`config.mk`:
```
export PLATFORM = sky130hd
export DESIGN_NAME = pwm_period_and_compare_calculator_flat
export DESIGN_NICKNAME = d
export VERILOG_FILES = /design/src/design/pwmc_pkg.sv /design/src/design/pwmc_ifs.sv /design/src/design/pwmc_div_stage.sv /design/src/design/pwmc_cmp_calc.sv /design/src/design/pwm_period_and_compare_calculator.sv /design/src/flat_wrapper.sv
export VERILOG_INCLUDE_DIRS = /design/src /design/src/design
export SDC_FILE = /design/constraint.sdc
export NUM_CORES = 2
export LEC_CHECK = 0
export BUFFER_PORTS_ARGS = -buffer_cell sky130_fd_sc_hd__buf_4
export CAP_MARGIN = 40
export CORE_MARGIN = 2
export CORE_UTILIZATION = 55
export CTS_BUF_LIST = sky130_fd_sc_hd__clkbuf_8 sky130_fd_sc_hd__clkbuf_16
export CTS_CLUSTER_DIAMETER = 120
export DETAILED_ROUTE_END_ITERATION = 8
export PLACE_DENSITY_LB_ADDON = 0.2
export SETUP_SLACK_MARGIN = 0.15
export SYNTH_ARGS = -nofsm -noshare
export SYNTH_HDL_FRONTEND = slang
export SYNTH_SLANG_ARGS = --single-unit
```
`constraint.sdc`:
```
create_clock -name i_clk -period 79 [get_ports i_clk]
set_input_delay 15.8 -clock i_clk [delete_from_list [all_inputs] [get_ports i_clk]]
set_output_delay 15.8 -clock i_clk [all_outputs]
set_load 0.05 [all_outputs]
```
`src/design/pwm_period_and_compare_calculator_defines.svh`:
```
// assertion macros for the pwm period and compare calculator
`ifndef PWM_PERIOD_AND_COMPARE_CALCULATOR_DEFINES_SVH
`define PWM_PERIOD_AND_COMPARE_CALCULATOR_DEFINES_SVH

// condition a implies condition b in the same cycle
`define PWMC_ASSERT_NOW(label, clk, rst_n, a, b) \
    label: assert property (@(posedge clk) disable iff (!rst_n) (a) |-> (b)) \
        else $error("pwmc check failed");

// condition a implies condition b in the next cycle
`define PWMC_ASSERT_NEXT(label, clk, rst_n, a, b) \
    label: assert property (@(posedge clk) disable iff (!rst_n) (a) |=> (b)) \
        else $error("pwmc check failed");

`endif

```
`src/design/pwmc_pkg.sv`:
```
// shared constants and types of the pwm period and compare calculator
`timescale 1ns / 1ps

package pwmc_pkg;

    localparam int CLK_W  = 27;
    localparam int FREQ_W = 24;
    localparam int DUTY_W = 7;
    localparam int DIV_W  = 26;
    localparam int Q_W    = 17;
    localparam int PROD_W = 24;

    // config register indexes
    localparam logic [1:0] REG_CLOCK_HZ      = 2'd0;
    localparam logic [1:0] REG_WAVEFORM_MODE = 2'd1;
    localparam logic [1:0] REG_INVERT_OUTPUT = 2'd2;

    localparam logic [CLK_W-1:0] CLOCK_HZ_RESET = 27'd8000000;

    // prescaler codes
    localparam logic [1:0] CS_DIV1  = 2'd1;
    localparam logic [1:0] CS_DIV8  = 2'd2;
    localparam logic [1:0] CS_DIV64 = 2'd3;

    // compare output modes
    localparam logic [1:0] OM_NONINV = 2'd2;
    localparam logic [1:0] OM_INV    = 2'd3;

    // error codes
    localparam logic [1:0] ERR_OK   = 2'd0;
    localparam logic [1:0] ERR_ZERO = 2'd1;
    localparam logic [1:0] ERR_SAT  = 2'd2;
    localparam logic [1:0] ERR_HIGH = 2'd3;

    // prescaler thresholds
    localparam logic [FREQ_W-1:0] FAST_LIM64 = 24'd1000;
    localparam logic [FREQ_W-1:0] FAST_LIM8  = 24'd10000;
    localparam logic [FREQ_W-1:0] PC_LIM64   = 24'd500;
    localparam logic [FREQ_W-1:0] PC_LIM8    = 24'd5000;

    localparam logic [15:0] SAT16 = 16'hFFFF;

    // floor(x / 100) = (x * RECIP100) >> RECIP_SHIFT for x below 2^23
    localparam logic [23:0] RECIP100    = 24'd10737419;
    localparam int          RECIP_SHIFT = 30;

    // one item inside the divider pipeline
    typedef struct packed {
        logic              valid;
        logic              chan;
        logic [DUTY_W-1:0] duty;
        logic              phase;
        logic              inv;
        logic [1:0]        sel;
        logic              zero;
        logic              ovf;
        logic [DIV_W-1:0]  divisor;
        logic [CLK_W-1:0]  dividend;
        logic [DIV_W-1:0]  rem;
        logic [Q_W-1:0]    quo;
    } t_div;

    // one finished result
    typedef struct packed {
        logic        valid;
        logic        channel_out;
        logic [1:0]  clock_select;
        logic [15:0] top_value;
        logic [15:0] compare_value;
        logic [1:0]  output_mode;
        logic [1:0]  error_code;
    } t_res;

endpackage

```
`src/design/pwmc_ifs.sv`:
```
// handshake interfaces for requests, results and config writes
`timescale 1ns / 1ps

interface pwmc_req_if;
    logic        valid;
    logic        ready;
    logic        channel;
    logic [6:0]  duty_percent;
    logic [23:0] frequency_hz;
    modport source (output valid, channel, duty_percent, frequency_hz, input ready);
    modport sink   (input valid, channel, duty_percent, frequency_hz, output ready);
endinterface

interface pwmc_res_if;
    logic        valid;
    logic        ready;
    logic        channel_out;
    logic [1:0]  clock_select;
    logic [15:0] top_value;
    logic [15:0] compare_value;
    logic [1:0]  output_mode;
    logic [1:0]  error_code;
    modport source (output valid, channel_out, clock_select, top_value, compare_value,
                    output_mode, error_code, input ready);
    modport sink   (input valid, channel_out, clock_select, top_value, compare_value,
                    output_mode, error_code, output ready);
endinterface

interface pwmc_cfg_if;
    logic        valid;
    logic        ready;
    logic [1:0]  index;
    logic [26:0] data;
    modport source (output valid, index, data, input ready);
    modport sink   (input valid, index, data, output ready);
endinterface

```
`src/design/pwmc_div_stage.sv`:
```
// one restoring division step of the quotient pipeline
`timescale 1ns / 1ps

module pwmc_div_stage (
    input  logic           i_clk,
    input  logic           i_rst_n,
    input  logic           i_en,
    input  logic           i_bit,
    input  pwmc_pkg::t_div i_d,
    output pwmc_pkg::t_div o_d
);

    pwmc_pkg::t_div      r_d;
    pwmc_pkg::t_div      n_d;
    logic [pwmc_pkg::DIV_W:0] w_trial;
    logic                w_ge;

    // bring down the next dividend bit and try to subtract
    always_comb begin
        w_trial = {i_d.rem, i_bit};
        w_ge    = w_trial >= {1'b0, i_d.divisor};
        n_d     = i_d;
        if (w_ge) begin
            n_d.rem = pwmc_pkg::DIV_W'(w_trial - {1'b0, i_d.divisor});
        end else begin
            n_d.rem = w_trial[pwmc_pkg::DIV_W-1:0];
        end
        n_d.quo = {i_d.quo[pwmc_pkg::Q_W-2:0], w_ge};
    end

    always_ff @(posedge i_clk) begin
        if (!i_rst_n) begin
            r_d.valid <= 1'b0;
        end else if (i_en) begin
            r_d.valid <= n_d.valid;
        end
    end

    always_ff @(posedge i_clk) begin
        if (i_en) begin
            r_d.chan     <= n_d.chan;
            r_d.duty     <= n_d.duty;
            r_d.phase    <= n_d.phase;
            r_d.inv      <= n_d.inv;
            r_d.sel      <= n_d.sel;
            r_d.zero     <= n_d.zero;
            r_d.ovf      <= n_d.ovf;
            r_d.divisor  <= n_d.divisor;
            r_d.dividend <= n_d.dividend;
            r_d.rem      <= n_d.rem;
            r_d.quo      <= n_d.quo;
        end
    end

    assign o_d = r_d;

endmodule

```
`src/design/pwmc_cmp_calc.sv`:
```
// top saturation, duty multiply and divide by 100, three stages
`timescale 1ns / 1ps

module pwmc_cmp_calc (
    input  logic           i_clk,
    input  logic           i_rst_n,
    input  logic           i_en,
    input  pwmc_pkg::t_div i_d,
    output pwmc_pkg::t_res o_res
);

    // stage a: top and product
    logic        r_a_valid, r_a_chan, r_a_inv;
    logic [1:0]  r_a_sel, r_a_err;
    logic [15:0] r_a_top;
    logic [pwmc_pkg::PROD_W-1:0] r_a_prod;
    // stage b: reciprocal product
    logic        r_b_valid, r_b_chan, r_b_inv;
    logic [1:0]  r_b_sel, r_b_err;
    logic [15:0] r_b_top;
    logic [47:0] r_b_big;
    // stage c: output register
    pwmc_pkg::t_res r_res;

    logic [15:0] n_top;
    logic [1:0]  n_err;
    logic [16:0] w_mul;
    logic [17:0] w_cq;
    logic [15:0] n_cmp;
    logic [1:0]  n_err_c;

    // turn the quotient into a saturated top value
    always_comb begin
        n_top = 16'd0;
        n_err = pwmc_pkg::ERR_OK;
        if (i_d.zero) begin
            n_top = pwmc_pkg::SAT16;
            n_err = pwmc_pkg::ERR_ZERO;
        end else if (i_d.phase) begin
            if (i_d.ovf || i_d.quo[16]) begin
                n_top = pwmc_pkg::SAT16;
                n_err = pwmc_pkg::ERR_SAT;
            end else begin
                n_top = i_d.quo[15:0];
            end
        end else begin
            if (i_d.ovf || (i_d.quo > 17'd65536)) begin
                n_top = pwmc_pkg::SAT16;
                n_err = pwmc_pkg::ERR_SAT;
            end else if (i_d.quo == 17'd0) begin
                n_top = 16'd0;
                n_err = pwmc_pkg::ERR_HIGH;
            end else begin
                n_top = 16'(i_d.quo - 17'd1);
            end
        end
        w_mul = i_d.phase ? {1'b0, n_top} : ({1'b0, n_top} + 17'd1);
    end

    // divide by 100 result and compare saturation
    always_comb begin
        w_cq    = r_b_big[47:pwmc_pkg::RECIP_SHIFT];
        n_err_c = r_b_err;
        if (w_cq[17:16] != 2'd0) begin
            n_cmp = pwmc_pkg::SAT16;
            if (r_b_err == pwmc_pkg::ERR_OK) begin
                n_err_c = pwmc_pkg::ERR_SAT;
            end
        end else begin
            n_cmp = w_cq[15:0];
        end
    end

    // valid bits
    always_ff @(posedge i_clk) begin
        if (!i_rst_n) begin
            r_a_valid   <= 1'b0;
            r_b_valid   <= 1'b0;
            r_res.valid <= 1'b0;
        end else if (i_en) begin
            r_a_valid   <= i_d.valid;
            r_b_valid   <= r_a_valid;
            r_res.valid <= r_b_valid;
        end
    end

    // payload
    always_ff @(posedge i_clk) begin
        if (i_en) begin
            r_a_chan <= i_d.chan;
            r_a_inv  <= i_d.inv;
            r_a_sel  <= i_d.sel;
            r_a_err  <= n_err;
            r_a_top  <= n_top;
            r_a_prod <= pwmc_pkg::PROD_W'(i_d.duty * w_mul);

            r_b_chan <= r_a_chan;
            r_b_inv  <= r_a_inv;
            r_b_sel  <= r_a_sel;
            r_b_err  <= r_a_err;
            r_b_top  <= r_a_top;
            r_b_big  <= r_a_prod * pwmc_pkg::RECIP100;

            r_res.channel_out   <= r_b_chan;
            r_res.clock_select  <= r_b_sel;
            r_res.top_value     <= r_b_top;
            r_res.compare_value <= n_cmp;
            r_res.output_mode   <= r_b_inv ? pwmc_pkg::OM_INV : pwmc_pkg::OM_NONINV;
            r_res.error_code    <= n_err_c;
        end
    end

    assign o_res = r_res;

endmodule

```
`src/design/pwm_period_and_compare_calculator.sv`:
```
// top level: config registers, prescaler select, divider pipeline, compare calc
// pipeline: 21 register stages, from the entry register through the quotient steps to the compare calc
// throughput: one request per cycle; the whole pipeline advances together
// and holds while a finished result waits at the output register
// the 17 quotient bits come from a chain of one restoring step per stage
// reset (synchronous, active low) empties the pipeline and restores config defaults
`timescale 1ns / 1ps
`include "pwm_period_and_compare_calculator_defines.svh"

module pwm_period_and_compare_calculator (
    input  logic       i_clk,
    input  logic       i_rst_n,
    pwmc_req_if.sink   i_req,
    pwmc_cfg_if.sink   i_cfg,
    pwmc_res_if.source o_res
);

    logic [pwmc_pkg::CLK_W-1:0] r_clock_hz;
    logic                       r_mode;
    logic                       r_inv;

    logic           w_en;
    logic [1:0]     w_sel;
    logic [2:0]     w_sh;
    pwmc_pkg::t_div n_s0;
    pwmc_pkg::t_div r_s0;
    pwmc_pkg::t_div w_div [0:pwmc_pkg::Q_W];
    pwmc_pkg::t_res w_res;

    assign i_cfg.ready = 1'b1;

    // config register writes
    always_ff @(posedge i_clk) begin
        if (!i_rst_n) begin
            r_clock_hz <= pwmc_pkg::CLOCK_HZ_RESET;
            r_mode     <= 1'b0;
            r_inv      <= 1'b0;
        end else if (i_cfg.valid) begin
            case (i_cfg.index)
                pwmc_pkg::REG_CLOCK_HZ:      r_clock_hz <= i_cfg.data;
                pwmc_pkg::REG_WAVEFORM_MODE: r_mode     <= i_cfg.data[0];
                pwmc_pkg::REG_INVERT_OUTPUT: r_inv      <= i_cfg.data[0];
                default: ;
            endcase
        end
    end

    // global advance
    assign w_en        = !w_res.valid || o_res.ready;
    assign i_req.ready = w_en;

    // prescaler select and divisor build
    always_comb begin
        if (r_mode) begin
            if (i_req.frequency_hz <= pwmc_pkg::PC_LIM64) begin
                w_sel = pwmc_pkg::CS_DIV64;
                w_sh  = 3'd7;
            end else if (i_req.frequency_hz < pwmc_pkg::PC_LIM8) begin
                w_sel = pwmc_pkg::CS_DIV8;
                w_sh  = 3'd4;
            end else begin
                w_sel = pwmc_pkg::CS_DIV1;
                w_sh  = 3'd1;
            end
        end else begin
            if (i_req.frequency_hz <= pwmc_pkg::FAST_LIM64) begin
                w_sel = pwmc_pkg::CS_DIV64;
                w_sh  = 3'd6;
            end else if (i_req.frequency_hz < pwmc_pkg::FAST_LIM8) begin
                w_sel = pwmc_pkg::CS_DIV8;
                w_sh  = 3'd3;
            end else begin
                w_sel = pwmc_pkg::CS_DIV1;
                w_sh  = 3'd0;
            end
        end
        n_s0.valid    = i_req.valid;
        n_s0.chan     = i_req.channel;
        n_s0.duty     = i_req.duty_percent;
        n_s0.phase    = r_mode;
        n_s0.inv      = r_inv;
        n_s0.sel      = w_sel;
        n_s0.zero     = i_req.frequency_hz == 24'd0;
        n_s0.divisor  = pwmc_pkg::DIV_W'(i_req.frequency_hz) << w_sh;
        n_s0.dividend = r_clock_hz;
        // quotient of 2^17 or more saturates in every mode
        n_s0.ovf      = {16'd0, r_clock_hz[26:17]} >= n_s0.divisor;
        n_s0.rem      = {16'd0, r_clock_hz[26:17]};
        n_s0.quo      = '0;
    end

    // entry stage
    always_ff @(posedge i_clk) begin
        if (!i_rst_n) begin
            r_s0.valid <= 1'b0;
        end else if (w_en) begin
            r_s0.valid <= n_s0.valid;
        end
    end

    always_ff @(posedge i_clk) begin
        if (w_en) begin
            r_s0.chan     <= n_s0.chan;
            r_s0.duty     <= n_s0.duty;
            r_s0.phase    <= n_s0.phase;
            r_s0.inv      <= n_s0.inv;
            r_s0.sel      <= n_s0.sel;
            r_s0.zero     <= n_s0.zero;
            r_s0.ovf      <= n_s0.ovf;
            r_s0.divisor  <= n_s0.divisor;
            r_s0.dividend <= n_s0.dividend;
            r_s0.rem      <= n_s0.rem;
            r_s0.quo      <= n_s0.quo;
        end
    end

    assign w_div[0] = r_s0;

    // quotient pipeline, msb first
    for (genvar k = 0; k < pwmc_pkg::Q_W; k++) begin : g_div
        pwmc_div_stage u_stage (
            .i_clk   (i_clk),
            .i_rst_n (i_rst_n),
            .i_en    (w_en),
            .i_bit   (w_div[k].dividend[pwmc_pkg::Q_W-1-k]),
            .i_d     (w_div[k]),
            .o_d     (w_div[k+1])
        );
    end

    pwmc_cmp_calc u_cmp (
        .i_clk   (i_clk),
        .i_rst_n (i_rst_n),
        .i_en    (w_en),
        .i_d     (w_div[pwmc_pkg::Q_W]),
        .o_res   (w_res)
    );

    assign o_res.valid         = w_res.valid;
    assign o_res.channel_out   = w_res.channel_out;
    assign o_res.clock_select  = w_res.clock_select;
    assign o_res.top_value     = w_res.top_value;
    assign o_res.compare_value = w_res.compare_value;
    assign o_res.output_mode   = w_res.output_mode;
    assign o_res.error_code    = w_res.error_code;

    // checks
    `PWMC_ASSERT_NOW(a_zero_sat, i_clk, i_rst_n,
        o_res.valid && (o_res.error_code == pwmc_pkg::ERR_ZERO),
        (o_res.top_value == pwmc_pkg::SAT16) && (o_res.clock_select == pwmc_pkg::CS_DIV64))
    `PWMC_ASSERT_NOW(a_high_top0, i_clk, i_rst_n,
        o_res.valid && (o_res.error_code == pwmc_pkg::ERR_HIGH),
        o_res.top_value == 16'd0)
    `PWMC_ASSERT_NOW(a_sel_legal, i_clk, i_rst_n,
        o_res.valid, o_res.clock_select != 2'd0)
    `PWMC_ASSERT_NEXT(a_stall_hold, i_clk, i_rst_n,
        o_res.valid && !o_res.ready, o_res.valid && $stable(o_res.top_value))

endmodule
```
`src/flat_wrapper.sv`:
```
// flat-port wrapper written by rule: the top's interface ports become plain ports
module pwm_period_and_compare_calculator_flat 
  (i_clk, i_rst_n, i_req_valid, i_req_channel, i_req_duty_percent, i_req_frequency_hz, i_req_ready, i_cfg_valid, i_cfg_index, i_cfg_data, i_cfg_ready, o_res_valid, o_res_channel_out, o_res_clock_select, o_res_top_value, o_res_compare_value, o_res_output_mode, o_res_error_code, o_res_ready);
  pwmc_req_if i_req_i ();
  pwmc_cfg_if i_cfg_i ();
  pwmc_res_if o_res_i ();
  input  logic i_clk;
  input  logic i_rst_n;
  input wire logic [$bits(i_req_i.valid)-1:0] i_req_valid;
  input wire logic [$bits(i_req_i.channel)-1:0] i_req_channel;
  input wire logic [$bits(i_req_i.duty_percent)-1:0] i_req_duty_percent;
  input wire logic [$bits(i_req_i.frequency_hz)-1:0] i_req_frequency_hz;
  output wire logic [$bits(i_req_i.ready)-1:0] i_req_ready;
  input wire logic [$bits(i_cfg_i.valid)-1:0] i_cfg_valid;
  input wire logic [$bits(i_cfg_i.index)-1:0] i_cfg_index;
  input wire logic [$bits(i_cfg_i.data)-1:0] i_cfg_data;
  output wire logic [$bits(i_cfg_i.ready)-1:0] i_cfg_ready;
  output wire logic [$bits(o_res_i.valid)-1:0] o_res_valid;
  output wire logic [$bits(o_res_i.channel_out)-1:0] o_res_channel_out;
  output wire logic [$bits(o_res_i.clock_select)-1:0] o_res_clock_select;
  output wire logic [$bits(o_res_i.top_value)-1:0] o_res_top_value;
  output wire logic [$bits(o_res_i.compare_value)-1:0] o_res_compare_value;
  output wire logic [$bits(o_res_i.output_mode)-1:0] o_res_output_mode;
  output wire logic [$bits(o_res_i.error_code)-1:0] o_res_error_code;
  input wire logic [$bits(o_res_i.ready)-1:0] o_res_ready;
  assign i_req_i.valid = i_req_valid;
  assign i_req_i.channel = i_req_channel;
  assign i_req_i.duty_percent = i_req_duty_percent;
  assign i_req_i.frequency_hz = i_req_frequency_hz;
  assign i_req_ready = i_req_i.ready;
  assign i_cfg_i.valid = i_cfg_valid;
  assign i_cfg_i.index = i_cfg_index;
  assign i_cfg_i.data = i_cfg_data;
  assign i_cfg_ready = i_cfg_i.ready;
  assign o_res_valid = o_res_i.valid;
  assign o_res_channel_out = o_res_i.channel_out;
  assign o_res_clock_select = o_res_i.clock_select;
  assign o_res_top_value = o_res_i.top_value;
  assign o_res_compare_value = o_res_i.compare_value;
  assign o_res_output_mode = o_res_i.output_mode;
  assign o_res_error_code = o_res_i.error_code;
  assign o_res_i.ready = o_res_ready;
  pwm_period_and_compare_calculator u_core (.i_clk(i_clk), .i_rst_n(i_rst_n), .i_req(i_req_i), .i_cfg(i_cfg_i), .o_res(o_res_i));
endmodule
```
# Word-level counts from Yosys, hierarchy flattened
# Cells that the tools add are included.
[op_classes]
reduce_logical = 12
shift = 1
n_mul = 2
magnitude_cmp = 23
add_sub_neg = 18
eq_ne = 2
n_mux = 39
[ops]
columns = ["operator", "count"]
rows = [
  ["27-bit by 26-bit greater-or-equal comparator with 1-bit output", 16],
  ["26-bit 2-to-1 mux", 15],
  ["26-bit subtractor", 15],
  ["16-bit 2-to-1 mux", 5],
  ["24-bit by 24-bit multiplier with 48-bit output, second input constant", 1],
  ["10-bit by 26-bit greater-or-equal comparator with 1-bit output", 1],
  ["11-bit by 26-bit greater-or-equal comparator with 1-bit output", 1],
  ["24-bit by 3-bit << shifter with 26-bit output", 1],
  ["11-bit by 26-bit subtractor with 26-bit output", 1],
  ["24-bit by 10-bit less-or-equal comparator with 1-bit output, second input constant", 1],
  ["24-bit by 9-bit less-or-equal comparator with 1-bit output, second input constant", 1],
  ["24-bit zero test", 1],
  ["24-bit by 13-bit less-than comparator with 1-bit output, second input constant", 1],
  ["24-bit by 14-bit less-than comparator with 1-bit output, second input constant", 1],
  ["7-bit by 17-bit multiplier with 24-bit output", 1],
  ["2-bit 2-to-1 mux", 12],
  ["16-bit by 1-bit adder with 17-bit output, second input constant", 1],
  ["17-bit > comparator, second input constant", 1],
  ["17-bit zero test", 1],
  ["17-bit 2-to-1 mux", 1],
  ["16-bit by 1-bit subtractor with 16-bit output, second input constant", 1],
  ["3-bit 2-to-1 mux", 4],
  ["11-bit 2-to-1 mux", 1],
  ["2-bit AND reduction", 3],
  ["7 further kinds", 10],
]
[totals]
wordCells = 334
input_bits = 66
ff_bits = 1631

# Longest topological paths before layout
[logic_depth]
word_depth = 8
mapped_depth = 35

# Modules after synthesis
# From an unflattened synthesis, not the netlist that was laid out.
[hier_totals]
cells_unflattened = 8287
hier_area_um2 = 112539.2
[modules_own_cells]
columns = ["module", "instances", "cells_each", "area_per_inst_um2", "seq_area_each_um2"]
rows = [
  ["pwmc_div_stage at u_core.g_div[12].u_stage ...", 14, 359, 5220.0, 3323.2],
  ["pwmc_cmp_calc", 1, 1733, 19197.2, 3783.6],
  ["pwmc_div_stage at u_core.g_div[0].u_stage ...", 3, 382, 5301.3, 3323.2],
  ["pwm_period_and_compare_calculator", 1, 382, 4357.9, 2612.5],
]

# Least setup slack after synthesis
# Ideal clock, no wire load.
[synth_timing]
path_type = "in2out"
start = "input port o_res_ready"
end = "output port i_req_ready"
arrival_time_ns = 58.279
path_slack_ns = 4.921
cell_stages = 3
path_buffers = 1
cell_sequence = "nor2b_1 -> inv_1 -> clkbuf_1"
[synth_between]
elab_chain_len = 1
[synth_rtl]
columns = ["item", "line_no", "text"]
rows = [
  ["start: declaration", "flat_wrapper.sv:25", "input wire logic [$bits(o_res_i.ready)-1:0] o_res_ready;"],
  ["1-bit logical OR", "pwm_period_and_compare_calculator.sv:49", "assign w_en = !w_res.valid || o_res.ready;"],
  ["end: declaration", "flat_wrapper.sv:13", "output wire logic [$bits(i_req_i.ready)-1:0] i_req_ready;"],
]
# No other way between the ends.

# Worst setup path after layout
# Same ends and word-level chain as after synthesis.

==> impl_metrics.csv <==
group,metric,value,unit
timing,finalCritPeriodShare,41.6,%
routing,dr.pass1.iters,6,
clock_network,clk_pin_slew,0.06,ns
timing,slew_violations,0,
critical_path,required,63.20,ns
routing,vias,53714,
critical_path,startpoint_type,"input port",
routing,route.detailed.drc,0,
routing,ant_nets,0,
yosys,yosysWarningCount,0,
timing,hold_slack,0.409,ns
clock_network,hold_buffers,0,
layout,most-common-layout-cells,"1,550 x edfxtp_1, 909 x inv_1, 759 x ha_1, 484 x nand2_1, 436 x a21oi_1",
yosys,yosysSeqAreaShare,53.2,%
global_route,gr-max-usage-layer,"met2",
yosys,synth_area_per_cell,12.4,um^2
floorplan,ioPinCount,108,
global_route,antenna_found_initial,3,
clock_network,root_buffer,"clkbuf_16",
layout,drive_above_1_share,8.10,%
clock_network,insertion_delay,0.80,ns
global_route,grt_max_degree,179,
layout,fin_nets,8551,
run_status,status,"complete, no violations",
yosys,netlist_area,89300,um^2
timing,rsz0062_at_grt,"no",
placement,io_buffers,105,
critical_path,crit_arrival,17.06,ns
global_route,grt_pass1_vias,54411,
timing,clock_skew,0.0442,ns
timing,finalSetupTns,0,ns
floorplan,die_area,166000,um^2
global_route,use_met2,40.4,%
timing,max_freq,30.4,MHz
timing,setup_viol,0,
yosys,netlist_instances,7213,
routing,drt_iter0_markers,3407,
yosys,yosysTopAreaCell,"edfxtp_1",
global_route,gr-total-overflow,0,
layout,diodes,0,
routing,viasPerCell,5.53,
critical_path,ff2ff_setup_slack,69.83,ns
critical_path,path_class,"in2out",
clock_network,post-cts-setup-buffers,0,
yosys,ys_async_sr_fraction,0,%
timing,worst_slew_pin_slew,1.05,ns
global_route,grt_pass1_wl,289,mm
timing,layout_min_cycle_time,32.86,ns
floorplan,die_x,407,um
layout,area_delta_synth_final,10.1,%
floorplan,num_rows,147,
critical_path,crit_fanout,97,
critical_path,endpoint_kind,"output port",
yosys,yosys-top-cells-area,"edfxtp_1 52%, ha_1 11%, fa_1 7.1%",
yosys,synth_top_cell_area_share,52.1,%
layout,nFillCells,12493,
floorplan,coreArea,161000,um^2
timing,max-slew-margin-rel,30.1,%
floorplan,start_util,55.5,%
yosys,synth.distinct_cells,97,
global_route,met1_usage,26.8,%
floorplan,die_y,407,um
yosys,synth_edf_count,1550,
min_path,hp-class,"reg2reg",
clock_network,cts_buffers,167,
global_route,use_met3,3.18,%
clock_network,clkSinkCount,1600,
global_route,track_usage,22.2,%
yosys,ys_ff_latch,1600,
placement,place_hpwl,137,mm
clock_network,post_cts_resized,0,
clock_network,cts_buffer_depth,3,
routing,drt-total-wl,180,mm
placement,gp_congestion,0.908,
yosys,synthFlopType,"edfxtp_1",
clock_network,ctsHtreeMaxLevel,4,
timing,hold_viol,0,
job,maxCapViolCount,0,
clock_network,cts_tree,"built",
routing,wl_per_cell,18.5,um
layout,final_common_cell,"edfxtp_1",
-- sequential cells by signal, summed over array words and instances (netlist names), 16 cells and up --
register                  flops
u_core.r_clock_hz            27
u_core.u_cmp.r_a_top         16
u_core.r_s0                  68
u_core.u_cmp.o_res           39
u_core.u_cmp.r_b_top         16
u_core.g_div.u_stage.o_d   1376
u_core.u_cmp.r_b_big         18
u_core.u_cmp.r_a_prod        24
-- Yosys cell counts (20+ instances only) --
cell      number
fa_1         315
nor2_1       325
xnor2_1      229
mux2_2       126
a21o_1       219
nand2_1      484
nand2b_1      85
nor3_1        85
inv_1        880
nand3_1       87
o21bai_1      34
o31ai_1       28
ha_1         759
nor4_1        20
buf_2         31
a21oi_1      437
o21ai_0      341
o211ai_1      23
o21a_1        65
o31a_1        22
dfxtp_1       50
edfxtp_1    1550
a31oi_1       33
nand4_1       57
nor2b_1       84
or3_1         44
xor2_1       139
a21boi_0      66
and2_1       112
clkbuf_1      78
mux2i_1       44
and3_1        33
a211oi_1      35
-- critical path, cell delays in order --
cell and delay (ns):
buf_4 0.07, nor2b_1 0.03, buf_4 0.21, inv_8 0.52
buf_4 0.33
-- per-layer routing --
metal,vias to the layer above,share of wire [%],routed length (um)
met2,940,52,94200
met1,26166,41,73300
met3,320,3.6,6410
met4,0,3.3,5960
li1,26288,-,-
met5,-,0,0
-- path summary, 6_finish.rpt --
check	from	end	cells past startpoint
worst max register to register	u_core.g_div[16].u_stage.o_d[0]	u_core.u_cmp.r_a_prod[22]	31
worst min-delay path	u_core.g_div[15].u_stage.o_d[0]	u_core.g_div[16].u_stage.o_d[1]	0
worst max-delay path	o_res_ready	i_req_ready	5
worst min register to register	u_core.g_div[15].u_stage.o_d[0]	u_core.g_div[16].u_stage.o_d[1]	0
-- layout make-up --
cell class / count / area [um^2] / area share, %
multi-input cells: 4605 / 37900 / 38.6
clock buffers: 175 / 4310 / 4.38
flip-flops and latches: 1600 / 47500 / 48.3
well taps: 2160 / 2700 / 2.75
clock inverters: 137 / 1250 / 1.27
repair buffers: 156 / 1310 / 1.33
inverters: 881 / 3310 / 3.37
-- cells by family after synthesis --
| family | Yosys count | share of synthesized area, % |
|---|---|---|
| AO/OA/AOI/OAI | 1462 | 10.4 |
| other | 2 | 0.00841 |
| adder cells (fa/ha/maj) | 1074 | 17.7 |
| flip-flops | 1600 | 53.2 |
| AND/OR/NAND/NOR | 1503 | 8.25 |
| XOR/XNOR | 369 | 3.63 |
| buffers and inverters | 1009 | 4.36 |
| multiplexers | 194 | 2.46 |
-- stage by stage --
step                      instances  util (%)  instance area, um^2  setup slack [ns]
after global placement         9393      57.5                92600             46.15
after detailed placement       9402      57.7                92800             46.13
after floorplan                7214         -                89300              4.92
final                          9714      61.1                98400             46.14
after global routing           9714      61.1                98400             46.05
after CTS                      9714      61.1                98400             46.13
Power is not shown: default switching activity piles up to over one toggle a cycle in this logic, so the estimate is an artifact.
